--- src/rtl/rdp_pkg.sv ---
// Shared constants and register codes for the polyline simplifier.
package rdp_pkg;

  localparam int MAX_POINTS_DEF = 64;
  localparam int COORD_BITS_DEF = 24;
  localparam int KEPT_W         = 6;
  localparam int MAX_ERR_W      = 23;
  localparam int THR2_W         = 2 * MAX_ERR_W;
  localparam int CFG_ADDR_W     = 1;
  localparam int CFG_DATA_W     = 23;
  localparam logic [9:0] MAX_ERR_RST = 10'd256;

  localparam logic [CFG_ADDR_W-1:0] CFG_MAX_ERROR   = 1'b0;
  localparam logic [CFG_ADDR_W-1:0] CFG_CLOSED_PATH = 1'b1;

endpackage

--- src/rtl/rdp_mul.sv ---
// Shift-and-add multiplier shared by every product of the distance search.
module rdp_mul
  import rdp_pkg::*;
#(
  parameter int W = 52
) (
  input  logic           clk,
  input  logic           rst_n,
  input  logic           start,
  input  logic [W-1:0]   a,
  input  logic [W-1:0]   b,
  output logic           done,
  output logic [2*W-1:0] p
);

  logic           busy_r, busy_nxt;
  logic [2*W-1:0] a_r, a_nxt;
  logic [W-1:0]   b_r, b_nxt;
  logic [2*W-1:0] p_r, p_nxt;

  // The product is ready as soon as no multiplier bits remain.
  assign done = busy_r && (b_r == '0);
  assign p    = p_r;

  always_comb begin
    busy_nxt = busy_r;
    a_nxt    = a_r;
    b_nxt    = b_r;
    p_nxt    = p_r;
    if (start) begin
      busy_nxt = 1'b1;
      a_nxt    = (2*W)'(a);
      b_nxt    = b;
      p_nxt    = '0;
    end else if (busy_r) begin
      if (b_r == '0) begin
        busy_nxt = 1'b0;
      end else begin
        if (b_r[0]) p_nxt = p_r + a_r;
        a_nxt = a_r << 1;
        b_nxt = b_r >> 1;
      end
    end
  end

  always_ff @(posedge clk) begin
    if (!rst_n) busy_r <= 1'b0;
    else        busy_r <= busy_nxt;
  end

  always_ff @(posedge clk) begin
    a_r <= a_nxt;
    b_r <= b_nxt;
    p_r <= p_nxt;
  end

endmodule

--- config.mk ---
export PLATFORM = sky130hd
export DESIGN_NAME = rdp_mul
export DESIGN_NICKNAME = d
export VERILOG_FILES = /design/src/rtl/rdp_pkg.sv /design/src/rtl/rdp_mul.sv
export SDC_FILE = /design/constraint.sdc
export NUM_CORES = 1
export LEC_CHECK = 0
export BUFFER_PORTS_ARGS = -buffer_cell sky130_fd_sc_hd__buf_2
export CORE_ASPECT_RATIO = 1.5
export CORE_UTILIZATION = 43
export CTS_BUF_LIST = sky130_fd_sc_hd__clkbuf_8
export DETAILED_ROUTE_END_ITERATION = 12
export PLACE_DENSITY = 0.63
export SLEW_MARGIN = 20
export SYNTH_ARGS = -nofsm -noshare
export SYNTH_HDL_FRONTEND = slang
export SYNTH_SLANG_ARGS = --single-unit
export TNS_END_PERCENT = 50
--- constraint.sdc ---
create_clock -name clk -period 7.1 [get_ports clk]
set_input_delay 0.355 -clock clk [delete_from_list [all_inputs] [get_ports clk]]
set_output_delay 0.355 -clock clk [all_outputs]
set_load 0.1 [all_outputs]
After elaboration in Yosys (flattened, before gate mapping)
Cells that the tools add are included.
{ "totals": {"register_bits": 261} }
{ "classes": {"mux": 9, "eq_ne": 1, "bitwise_logic": 1, "reduce_logical": 6, "add_sub_neg": 1} }
{ "ops": {"columns": ["cell", "n"], "rows": [
  ["52-bit two-way mux", 6],
  ["104-bit adder", 1],
  ["52-bit zero test", 1],
  ["2-bit AND reduction", 2],
  ["1-bit two-way mux", 3],
  ["3-bit AND reduction", 1],
  ["2-bit inequality test (second input constant)", 1],
  ["2-bit nonzero test", 1],
  ["1-bit logical AND", 1],
  ["1-bit NOT", 1]
]} }

Depth between registers and ports, before layout
{ "depth": {"depth_word": 4, "depth_mapped": 13, "mapped_depth_nobuf": 12} }

Worst setup path before layout
Ideal clock, no wire load.
{ "synth_timing": {"path_kind": "register to register", "from": "register b_r[51]", "to": "register a_r[0], enable pin", "n_path_buf": 1, "path_stages_with_launch": 7, "arrival_time_ns": 3.159, "path_slack_ns": 2.987, "path_cell_list": "edfxtp_1 -> nor4_1 -> nand4_1 -> nor4_1 -> nand2b_1 -> clkbuf_1 -> nand2_1"} }
{ "synth_via": {"elab_chain_len": 3} }
{ "synth_lines": {"columns": ["element", "line_no", "text"], "rows": [
  ["start: declaration", "rdp_mul.sv:18", "logic [W-1:0] b_r, b_nxt;"],
  ["start signal: assignment", "rdp_mul.sv:53", "b_r <= b_nxt;"],
  ["52-bit zero test", "rdp_mul.sv:36", "if (b_r == '0) begin"],
  ["2-bit inequality test (no line)", null, null],
  ["2-bit AND reduction (no line)", null, null],
  ["end signal: assignment", "rdp_mul.sv:52", "a_r <= a_nxt;"],
  ["end: declaration", "rdp_mul.sv:17", "logic [2*W-1:0] a_r, a_nxt;"]
]} }
Every way passes these cells.
A chain may end at the register's enable or synchronous reset.

Worst setup path after layout
{ "layout_timing": {"from": "register a_r[1]", "to": "register p_r[61] (netlist: p[61])"} }
{ "layout_via": {"elab_chain_len": 1} }
{ "layout_lines": {"columns": ["element", "line_no", "text"], "rows": [
  ["104-bit adder", "rdp_mul.sv:39", "if (b_r[0]) p_nxt = p_r + a_r;"],
  ["end signal: assignment", "rdp_mul.sv:54", "p_r <= p_nxt;"],
  ["end: declaration", "rdp_mul.sv:19", "logic [2*W-1:0] p_r, p_nxt;"]
]} }
Every way passes these cells.

==> flow_summary.yaml <==
grt:
  grtUsageTotal_pct: 25.8
  overflow: 0
  antenna_found_initial: 7
  grt_max_degree: 177
  grt_pass1_wl_um: 81600
  grt_pass1_vias: 15400
detailed_routing:
  dr.pass1.iters: 5
  drc: 0
  antenna_left: 0
  vias: 15400
  drt_iter0_drc: 981
  routed_wl_um: 52300
  wire_per_inst_um: 19.8
  vias_per_cell: 5.83
yosys:
  yosysUniqueCellTypes: 88
  syn-cell-area_sq_um: 16800
  synthCells: 1975
  synth_edf_count: 104
  yosys.area.top_type_share_pct: 18.7
  synthTopCellsByCount: "nand2_1, a21oi_1, dfxtp_1"
  yosysSeqAreaShare_pct: 37.3
  ys_top_cells_by_area: "dfxtp_1, edfxtp_1, nand2_1"
  ys_seq_elements: 261
  yosysMostFrequentCell: "nand2_1"
  yosysWarnings: 0
  synth_ff_type: "dfxtp_1"
  avgSynthCellArea_sq_um: 8.52
  syn-num-nets: 2186
  yosys.area.top_type: "dfxtp_1"
  ys_async_sr_fraction_pct: 0
setup_path:
  cp.depth: 11
  crit_slowest_cell: "a31oi_1"
  cpPeakStageDelay_ns: 0.58
  worstSetupStartpointType: "flop"
  critPathLaunch: "a_r[1]$_DFFE_PP_"
  end_kind: "flop"
  r2r_end: "p[61]$_SDFFE_PP0P_"
  worstSetupPathType: "reg2reg"
  r2r_slack_ns: 2.88
  worstPathRequired_ns: 7.59
  cp_max_fo: 4
  r2r-start: "a_r[1]$_DFFE_PP_"
  cp-endpoint: "p[61]$_SDFFE_PP0P_"
  crit_arrival_ns: 4.71
  worstPathCellList: "ha_1 > a211oi_1 > nor2_1 > o31ai_2 > o21ai_2 > a31oi_1 > o31ai_1 > a21boi_0 > nor4_1 > o2111a_1 > a311o_1"
  rr_worst_depth: 11
  crit_buf_inv: 0
  cp_top_family: "compound AO/OA/AOI/OAI gates"
floorplanning:
  io-pin-count: 212
  rows: 88
  die-area_sq_um: 39900
  start_util_pct: 43.6
  die_y_um: 244
  core_region_area_sq_um: 38500
  fp.dieW_um: 163
clocking:
  clkTransAtPathRegs_ns: 0.06
  clkLatencyLatePin_ns: 0.61
  htreeDepth: 2
  clock_path_buffers: 3
  clock-root-buffer: "clkbuf_8"
  clkSinkCount: 261
  cts_tree: "built"
  cts-buffers-inserted: 43
  cts_resized: 0
sta:
  hold_viol_final: 0
  fin_crit_ns: 4.22
  tightest_slew_ns: 1.05
  slew_violations: 0
  slew_headroom_pct: 30.1
  fin_skew_ns: 0.0155
  period_share_pct: 59.4
  rsz0062_at_grt: "false"
  finalSetupTns_ns: 0
  fmax_ghz: 0.237
  setup_viol: 0
layout:
  fin_cells: 2643
  fin_nets: 2320
  drive_above_1_share_pct: 19.5
  syn2layout_area_growth_pct: 13.2
job:
  maxCapViolCount: 0
place:
  io_buffers: 211
  place_inst: 2557
  hpwl_um: 39000
  place.gp.congestion: 0.921
status:
  status: "finished, final reports clean"
min_path:
  holdCritPathClass: "in2reg"
power:
  power_density_nw_per_um2: 215
  p_leak_nw: 7.69
  ir_drop_uv: 168
==> registers in the layout (all words and copies together) (netlist names) <==
name / cells
a_r: 104
busy_r: 1
b_r: 52
p: 104
==> logic make-up after synthesis <==
kind of cell | synth area share [%]
compound gates | 21.2
xor+xnor | 3.54
fa+ha+maj | 7.78
buf+inv | 4.00
flops | 37.3
mux | 6.96
simple gates | 19.3
==> per-stage QoR <==
step | cell area, sq um | setup slack [ns] | util (%) | hold slack (ns) | total power [mW]
final | 19000 | 2.88 | 49.4 | 0.0375 | 4.09
after global routing | 19000 | 2.44 | 49.4 | 0.0218 | 4.25
after CTS | 19000 | 2.87 | 49.4 | 0.00278 | 4.12
after detailed placement | 18100 | 2.89 | 46.9 | 0.461 | 2.64
after global placement | 18100 | 2.98 | 46.9 | 0.458 | 2.63
after floorplan | 16800 | 2.99 | - | 0.449 | 2.43
==> report_power, final <==
group / switching [mW] / total (mW) / leakage, nW / internal (mW)
Combinational: 0.614 / 0.881 / 4.85 / 0.268
Clock: 0.685 / 1.47 / 0.517 / 0.787
Sequential: 0.0658 / 1.74 / 2.32 / 1.67
Total: 1.36 / 4.09 / 7.69 / 2.73
==> cell usage in the layout (no fill, tap or decap), types with 21 or more instances in the layout <==
cell type,n
a21o_1,35
a21oi_1,260
a31oi_1,21
buf_2,210
clkbuf_8,53
dfxtp_1,157
edfxtp_1,104
ha_1,103
inv_1,44
mux2_2,102
nand2_1,359
nand3_1,42
nand4_1,54
nor2_1,98
nor3_1,28
nor4_1,26
o21a_1,23
o21ai_0,83
o21bai_1,29
xnor2_1,43
xor2_1,25
==> metal layers <==
layer / wire length [um] / part of all wire, % / GRT usage [%] / vias up
li1: - / - / - / 7493
met4: 2480 / 4.8 / 12.9 / 6
met3: 2670 / 5.1 / 4.41 / 155
met2: 27000 / 52 / 47.1 / 455
met5: 37 / 0.071 / 0 / -
met1: 20100 / 38 / 28.3 / 7307
==> worst reg2reg max path, cell delays in order, from the launching register on <==
cell and delay (ns):
edfxtp_1 0.45, ha_1 0.33, a211oi_1 0.22, nor2_1 0.13
o31ai_2 0.53, o21ai_2 0.23, a31oi_1 0.58, o31ai_1 0.38
a21boi_0 0.55, nor4_1 0.14, o2111a_1 0.26, a311o_1 0.31
==> cell type report <==
cell class,count,area (sq um)
Inverter,39,146
Timing Repair Buffer,219,1150
Clock buffer,52,716
Sequential cell,261,6270
Fill cell,3758,19500
Antenna cell,4,10.0
Tap cell,495,619
Multi-Input combinational cell,1545,9900
Clock inverter,28,233
==> how the worst min path moves through the flow <==
stage | startpoint | to | slack, ns | cells past startpoint
2_1_floorplan | a_r[99]$_SDFFE_PP0P_ | a_r[100]$_SDFFE_PP0P_ | 0.45 | 2
3_3_place_gp | p[15]$_SDFFE_PP0P_ | p[15]$_SDFFE_PP0P_ | 0.46 | 2
3_5_place_dp | p[17]$_SDFFE_PP0P_ | p[17]$_SDFFE_PP0P_ | 0.46 | 2
4_1_cts | b[36] | b_r[36]$_DFFE_PP_ | 0.003 | 2
5_1_grt | a[0] | a_r[0]$_SDFFCE_PN0P_ | 0.02 | 2
6_report | a[0] | a_r[0]$_SDFFCE_PN0P_ | 0.04 | 2
==> repair_timing <==
action	CTS	global route
hold buffers	2	0
buffers inserted	0	0
endpoints found under the hold margin	2	0
Note: power is estimated with default switching activity, not from simulation.
